--- config.mk ---
export PLATFORM = sky130hd
export DESIGN_NAME = pip_edge_cell
export DESIGN_NICKNAME = d
export VERILOG_FILES = /design/src/design/pip_pkg.sv /design/src/design/pip_edge_cell.sv
export SDC_FILE = /design/constraint.sdc
export NUM_CORES = 2
export LEC_CHECK = 0
export BUFFER_PORTS_ARGS = -buffer_cell sky130_fd_sc_hd__buf_2
export CAP_MARGIN = 0
export CORE_MARGIN = 2
export CORE_UTILIZATION = 55
export CTS_CLUSTER_SIZE = 14
export DETAILED_ROUTE_END_ITERATION = 16
export HOLD_SLACK_MARGIN = 0.03
export PLACE_DENSITY = 0.8
export REMOVE_ABC_BUFFERS = 1
export SYNTH_ARGS = -nofsm -noshare
export SYNTH_HDL_FRONTEND = slang
export SYNTH_SLANG_ARGS = --single-unit
--- constraint.sdc ---
create_clock -name clock -period 15.12 [get_ports clock]
set_input_delay 0.756 -clock clock [delete_from_list [all_inputs] [get_ports clock]]
set_output_delay 0.756 -clock clock [all_outputs]
set_load 0.1 [all_outputs]
--- src/design/pip_pkg.sv ---
`timescale 1ns / 1ps

package pip_pkg;

   localparam int MaxVertices  = 64;
   localparam int CoordBits    = 16;
   localparam int CountBits    = 7;
   localparam int VtxCntBits   = $clog2(MaxVertices + 1);
   localparam int DiffBits     = CoordBits + 1;
   localparam int ProdBits     = 2 * DiffBits;
   localparam int StageCount   = 2 * MaxVertices;
   localparam int InflightBits = $clog2(StageCount + 2);

   typedef enum logic [1:0] {
      OP_CLEAR  = 2'd0,
      OP_APPEND = 2'd1,
      OP_QUERY  = 2'd2
   } op_type;

   typedef logic signed [CoordBits-1:0] coord_type;

   // one query travelling down the chain
   typedef struct packed {
      logic                 valid;
      coord_type            x;
      coord_type            y;
      logic [CountBits-1:0] left;
      logic [CountBits-1:0] right;
   } query_type;

   // vertex load toward one cell
   typedef struct packed {
      logic      set_head;
      logic      set_tail;
      coord_type x;
      coord_type y;
      coord_type wrap_x;
      coord_type wrap_y;
   } vtx_wr_type;

endpackage

--- src/design/pip_edge_cell.sv ---
`timescale 1ns / 1ps

module pip_edge_cell (
   input  logic               clock,
   input  logic               reset,
   input  logic               advance,
   input  logic               active,
   input  pip_pkg::vtx_wr_type wr,
   input  pip_pkg::query_type  in_q,
   output pip_pkg::query_type  out_q
);

   // edge endpoints, undefined until loaded
   logic signed [pip_pkg::CoordBits-1:0] x0_ff, y0_ff, x1_ff, y1_ff;

   logic signed [pip_pkg::CoordBits-1:0] qx, qy;
   logic signed [pip_pkg::DiffBits-1:0]  dy, dcy, dx, dcx;
   logic signed [pip_pkg::ProdBits-1:0]  p_in, q_in;
   logic                                 spans;

   // stage one registers
   pip_pkg::query_type                   s1_ff;
   logic                                 hit_ff;
   logic                                 dy_pos_ff;
   logic signed [pip_pkg::ProdBits-1:0]  p_ff, q_ff;

   // stage two register
   pip_pkg::query_type                   s2_ff;
   logic                                 is_left;
   logic [pip_pkg::CountBits-1:0]        left_in, right_in;

   always_ff @(posedge clock) begin
      if (wr.set_head) begin
         x0_ff <= wr.x;
         y0_ff <= wr.y;
         x1_ff <= wr.wrap_x;
         y1_ff <= wr.wrap_y;
      end else if (wr.set_tail) begin
         x1_ff <= wr.x;
         y1_ff <= wr.y;
      end
   end

   assign qx  = in_q.x;
   assign qy  = in_q.y;
   assign dy  = {y1_ff[pip_pkg::CoordBits-1], y1_ff} - {y0_ff[pip_pkg::CoordBits-1], y0_ff};
   assign dx  = {x1_ff[pip_pkg::CoordBits-1], x1_ff} - {x0_ff[pip_pkg::CoordBits-1], x0_ff};
   assign dcy = {qy[pip_pkg::CoordBits-1], qy} - {y0_ff[pip_pkg::CoordBits-1], y0_ff};
   assign dcx = {qx[pip_pkg::CoordBits-1], qx} - {x0_ff[pip_pkg::CoordBits-1], x0_ff};
   assign p_in  = dcy * dx;
   assign q_in  = dcx * dy;
   assign spans = (qy >= y0_ff && qy < y1_ff) || (qy >= y1_ff && qy < y0_ff);

   always_ff @(posedge clock) begin
      if (reset) begin
         s1_ff.valid <= 1'b0;
      end else if (advance) begin
         s1_ff.valid <= in_q.valid;
      end
      if (advance) begin
         s1_ff.x     <= in_q.x;
         s1_ff.y     <= in_q.y;
         s1_ff.left  <= in_q.left;
         s1_ff.right <= in_q.right;
         hit_ff      <= active && spans;
         dy_pos_ff   <= (dy > 0);
         p_ff        <= p_in;
         q_ff        <= q_in;
      end
   end

   // intersection strictly left of the point
   assign is_left = dy_pos_ff ? (p_ff < q_ff) : (q_ff < p_ff);

   always_comb begin
      left_in  = s1_ff.left;
      right_in = s1_ff.right;
      if (hit_ff) begin
         if (is_left) begin
            left_in = s1_ff.left + pip_pkg::CountBits'(1);
         end else begin
            right_in = s1_ff.right + pip_pkg::CountBits'(1);
         end
      end
   end

   always_ff @(posedge clock) begin
      if (reset) begin
         s2_ff.valid <= 1'b0;
      end else if (advance) begin
         s2_ff.valid <= s1_ff.valid;
      end
      if (advance) begin
         s2_ff.x     <= s1_ff.x;
         s2_ff.y     <= s1_ff.y;
         s2_ff.left  <= left_in;
         s2_ff.right <= right_in;
      end
   end

   assign out_q = s2_ff;

endmodule

== Word level (Yosys, flattened, before mapping) ==
Index checks and enable logic that the tools add are counted.

* Add/sub/neg operators: 6
* Magnitude comparators: 7
* Multiply operators: 2
* Bitwise operators: 0
* Shifts and indexed selects: 0
* Equal/unequal tests: 0
* Multiplexer cells: 9
* Reductions and logical operators: 5
* Div/mod/pow operators: 0

{| class="wikitable"
|+ Operators with widths
! kind !! count
|-
| $lt A34 B34 Y1 || 2
|-
| $mul A17 B17 Y34 || 2
|-
| $sub A16 B16 Y17 || 4
|-
| $mux W16 || 4
|-
| $ge A16 B16 Y1 || 2
|-
| $lt A16 B16 Y1 || 2
|-
| $mux W7 || 4
|-
| $gt A17 B1 Y1 const B || 1
|-
| $add A7 B1 Y7 const B || 2
|-
| $logic_and A1 B1 Y1 || 3
|-
| $reduce_bool A2 Y1 || 1
|-
| $logic_or A1 B1 Y1 || 1
|-
| $mux W1 || 1
|}

* RAM bits: 0
* Memory bits (read-only): 0
* Register bits after elaboration: 228
* Memories kept: 0
* Input bits: 117
* Output and inout port bits: 47
* Bits in latches: 0

== Logic depth before layout (Yosys ltp) ==
* Depth after elaboration: 4
* Depth in mapped cells: 34

== Least setup slack after synthesis ==
Ideal clock, no wire load.

* Path type: input to register
* From: in in_q[14] (netlist bit)
* To: reg p_ff[32] (netlist bit), data pin
* Stages: 34
* Arrival: 8449 ps
* Setup time: 266 ps
* Path buffers: 2
* Path slack: 6405 ps
* Cells stage by stage: inv_1 -> ha_1 -> inv_1 -> fa_1 -> a21o_1 -> a21oi_1 -> o21ai_0 -> a21oi_1 -> o21ai_1 -> a31o_2 -> xor2_1 -> clkbuf_1 -> nand2_1 -> fa_1 -> inv_1 -> fa_1 -> inv_1 -> fa_1 -> inv_1 -> fa_1 -> fa_1 -> inv_1 -> fa_1 -> inv_1 -> ha_1 -> clkbuf_1 -> and3_1 -> and2_1 -> o211ai_1 -> a21oi_1 -> o21ai_1 -> a31oi_1 -> nor3_1 -> or3b_1

* Word-level cells in the longest chain between the ends: 2

{| class="wikitable"
|+ RTL lines
! item !! RTL line !! text
|-
| start, declared || pip_edge_cell.sv:9 || <nowiki>input pip_pkg::query_type in_q,</nowiki>
|-
| $sub A16 B16 Y17 || pip_edge_cell.sv:48 || <nowiki>assign dcy = {qy[pip_pkg::CoordBits-1], qy} - {y0_ff[pip_pkg::CoordBits-1], y0_ff};</nowiki>
|-
| $mul A17 B17 Y34 || pip_edge_cell.sv:50 || <nowiki>assign p_in = dcy * dx;</nowiki>
|-
| named net p_in, one bit || pip_edge_cell.sv:18 || <nowiki>logic signed [pip_pkg::ProdBits-1:0] p_in, q_in;</nowiki>
|-
| end signal, assigned || pip_edge_cell.sv:67 || <nowiki>p_ff <= p_in;</nowiki>
|-
| end, declared || pip_edge_cell.sv:25 || <nowiki>logic signed [pip_pkg::ProdBits-1:0] p_ff, q_ff;</nowiki>
|}

The timed path passes the listed nets, and every way through them passes these cells.
A chain may end at the register's enable or synchronous reset.

== Final worst setup path ==
* From: reg x0_ff[0] (netlist bit)
* To: reg q_ff[33] (netlist bit), data pin

* Word-level cells in the longest chain between the ends: 2

{| class="wikitable"
|+ RTL lines
! item !! RTL line !! text
|-
| start, declared || pip_edge_cell.sv:14 || <nowiki>logic signed [pip_pkg::CoordBits-1:0] x0_ff, y0_ff, x1_ff, y1_ff;</nowiki>
|-
| start signal, assigned || pip_edge_cell.sv:34 || <nowiki>x0_ff <= wr.x;</nowiki>
|-
| $sub A16 B16 Y17 || pip_edge_cell.sv:49 || <nowiki>assign dcx = {qx[pip_pkg::CoordBits-1], qx} - {x0_ff[pip_pkg::CoordBits-1], x0_ff};</nowiki>
|-
| $mul A17 B17 Y34 || pip_edge_cell.sv:51 || <nowiki>assign q_in = dcx * dy;</nowiki>
|-
| named net q_in, one bit || pip_edge_cell.sv:18 ||
|-
| end signal, assigned || pip_edge_cell.sv:68 || <nowiki>q_ff <= q_in;</nowiki>
|-
| end, declared || pip_edge_cell.sv:25 ||
|}

The timed path passes the listed nets, and every way through them passes these cells.

==> metrics.txt <==
status=finished, final reports clean; DR WL met3=7240 um; Final Max Slew Viols=0; worst skew pair latency=580 ps; die area=approximately 63000 um2; WS Path Type=reg -> reg; # H-tree levels=1; clock skew=roughly 14 ps; Non-Filler Instances=4353; clk slew on worst S/H paths=approximately 60 ps; Yosys top cell by area=fa_1; max cap viols=0; # placed instances=4299; Worst Setup End Kind=flop; cell area after synthesis=between 30000 and 40000 um2; relative slew slack=0.119; startpoint types=flop; synth warn=0; Worst Path Max Fanout=9; commonest non-fill, non-tap cell in the layout=inv_1; asr flop ratio synth=0; clock sinks=approximately 230; Layout area overhead=8.51%; Finish-stage setup viols=0; pin count of the biggest net entering global routing=96; EDFF count, synth=226; Die Width=around 250 um; drt pass-1 iters=6; first-pass GRT wire length=about 140000 um; DP HPWL=between 60000 and 70000 um; vias in the first global route=26400; Total Wirelength=between 80000 and 90000 um; DP Worst Slack=approximately 5300 ps; post-synth cell types=between 70 and 80; DRT iter0 DRCs=~1900; FMAX=0.106 GHz; # DRC=0; Top Ports=~160; DIE HEIGHT=between 200 and 300 um; Met2 Wirelength=between 40000 and 50000 um; Met1 Wirelength=32700 um; fillcell total=4869; min Tclk post-route=9460 ps; Post-Syn Instances=around 3400; synth top area cells=fa_1, edfxtp_1, ha_1; Nets=~4500; Final WS setup=about 5700 ps; Seq/Total Area, Yosys=0.202; Crit path required time=between 15000 and 20000 ps; IO buf count=around 160; via count=about 25000; setup bufs post-CTS=0; starting density of the core=0.558; min-delay worst type=in -> reg; TritonCTS buffer count=28; core area=between 60000 and 70000 um2; GRT Total Usage=0.281; cts repair resizes=0; setup_tns=0 ps; hold_buf cts=0; clk root buf=clkbuf_16; RSZ-0062 raised after global routing=false; crit path DAT=just under 10000 ps; most frequent cells in the layout=inv_1, fa_1, nand2_1, ha_1, nor2_1; Final period util=0.625; Yosys top cell area share=0.354; DR top layer=met5; Synth Flop Type=edfxtp_1; Syn Area/Cell=9.96 um2; Final Util=0.605; Slew @ Worst Pin=1310 ps; Vias/cell=5.70; CTS tree=yes; #FFs+latches synth=between 200 and 250; Detail Route Antenna Nets=0; gr ovfl total=0; # rows=90; clock tree buffer depth=3; WL per Instance=about 20 um; initial antenna violation count=4; Fin. Hold Viols=0; Final GP Congestion=between 0.9 and 1; layout cell share with drive strength beyond 1=0.0922
==> kinds of logic (layout without fill, tap and decap cells) <==
| group | count (synthesis) | after routing | share of synthesized area |
|---|---|---|---|
| AO/OA/AOI/OAI | 341 | 341 | 0.0689 |
| flip-flops | 228 | 228 | 0.202 |
| adder cells (fa/ha/maj) | 883 | 883 | 0.460 |
| AND/OR/NAND/NOR | 935 | 935 | 0.127 |
| multiplexers | 41 | 41 | 0.0134 |
| buffers and inverters | 815 | 999 | 0.0910 |
| other | 0 | 2 | 0 |
| XOR/XNOR | 142 | 142 | 0.0371 |
==> layer usage <==
layer	vias to the layer above	global-route usage
li1	11000	-
met1	12400	0.358
met2	1156	0.462
met3	275	0.0489
met4	4	0.147
met5	-	0
==> cell usage after synthesis, drive strengths merged (5+ instances only) <==
cell type and number:
nor2 267, o21a 23, or3 16, nand3 26, a31oi 13, a2111oi 5, inv 733, nand4 18
o311ai 6, o2111ai 6, and2 57, nand2b 37, mux2 34, nor3 49, nor2b 47, o211ai 18
clkbuf 74, or4 5, fa 596, xor2 42, edfxtp 226, a21oi 93, xnor2 100, o31a 6
mux2i 7, o21ai 62, a21boi 8, or2 17, nor4 13, buf 8, o21bai 17, a21o 24
and3 22, a211oi 10, ha 287, and4 9, a31o 7, nand2 343
==> metrics by stage <==
step,hold WS [ps],cell area (um2)
final,354,36600
after CTS,330,36600
after global routing,342,36600
after detailed placement,405,35700
after global placement,401,35700
after floorplan,400,33400
==> cell type report <==
type / count / area (um2) / share of cell area
multi-input combinational: 2342 / 23900 / 0.653
sequential: 228 / 6830 / 0.187
inverter: 733 / 2750 / 0.0752
timing repair buffer: 214 / 1210 / 0.0330
tap: 782 / 978 / 0.0267
clock buffer: 36 / 752 / 0.0206
clock inverter: 16 / 171 / 0.00468
antenna: 2 / 5.00 / 0.000137
==> critical path, cell delays in order, from the launching register on <==
cell,delay [ps]
edfxtp_1,410
ha_1,230
fa_1,440
nor2b_1,170
o21ai_0,170
a21boi_1,360
o211ai_1,190
and2_1,220
o211a_1,270
a31oi_1,800
nor2_1,210
fa_1,660
fa_1,880
fa_1,530
fa_1,510
fa_1,500
inv_1,60
fa_1,470
inv_1,40
ha_1,320
and4_1,240
nand2_1,120
nor3_1,70
a211o_1,330
o41a_1,430
o41ai_4,290
mux2i_1,220
nand4_1,80
==> path summary, 6_finish.rpt <==
path / start / end / slack [ps] / cells past startpoint
hold reg to reg: s1_ff[36] / out_q[36] / 410 / 0
hold / removal: in_q[7] / s1_ff[7] / 350 / 1
setup / recovery: x0_ff[0] / q_ff[33] / 5660 / 27
setup reg to reg: x0_ff[0] / q_ff[33] / 5660 / 27
==> flip-flops by register name (all words and copies together) (netlist names) <==
name       flops
hit_ff         1
x1_ff         16
x0_ff         16
y1_ff         16
q_ff          34
out_q         47
p_ff          34
y0_ff         16
s1_ff         47
dy_pos_ff      1
Power is not shown: default switching activity piles up to over one toggle a cycle in this logic, so the estimate is an artifact.
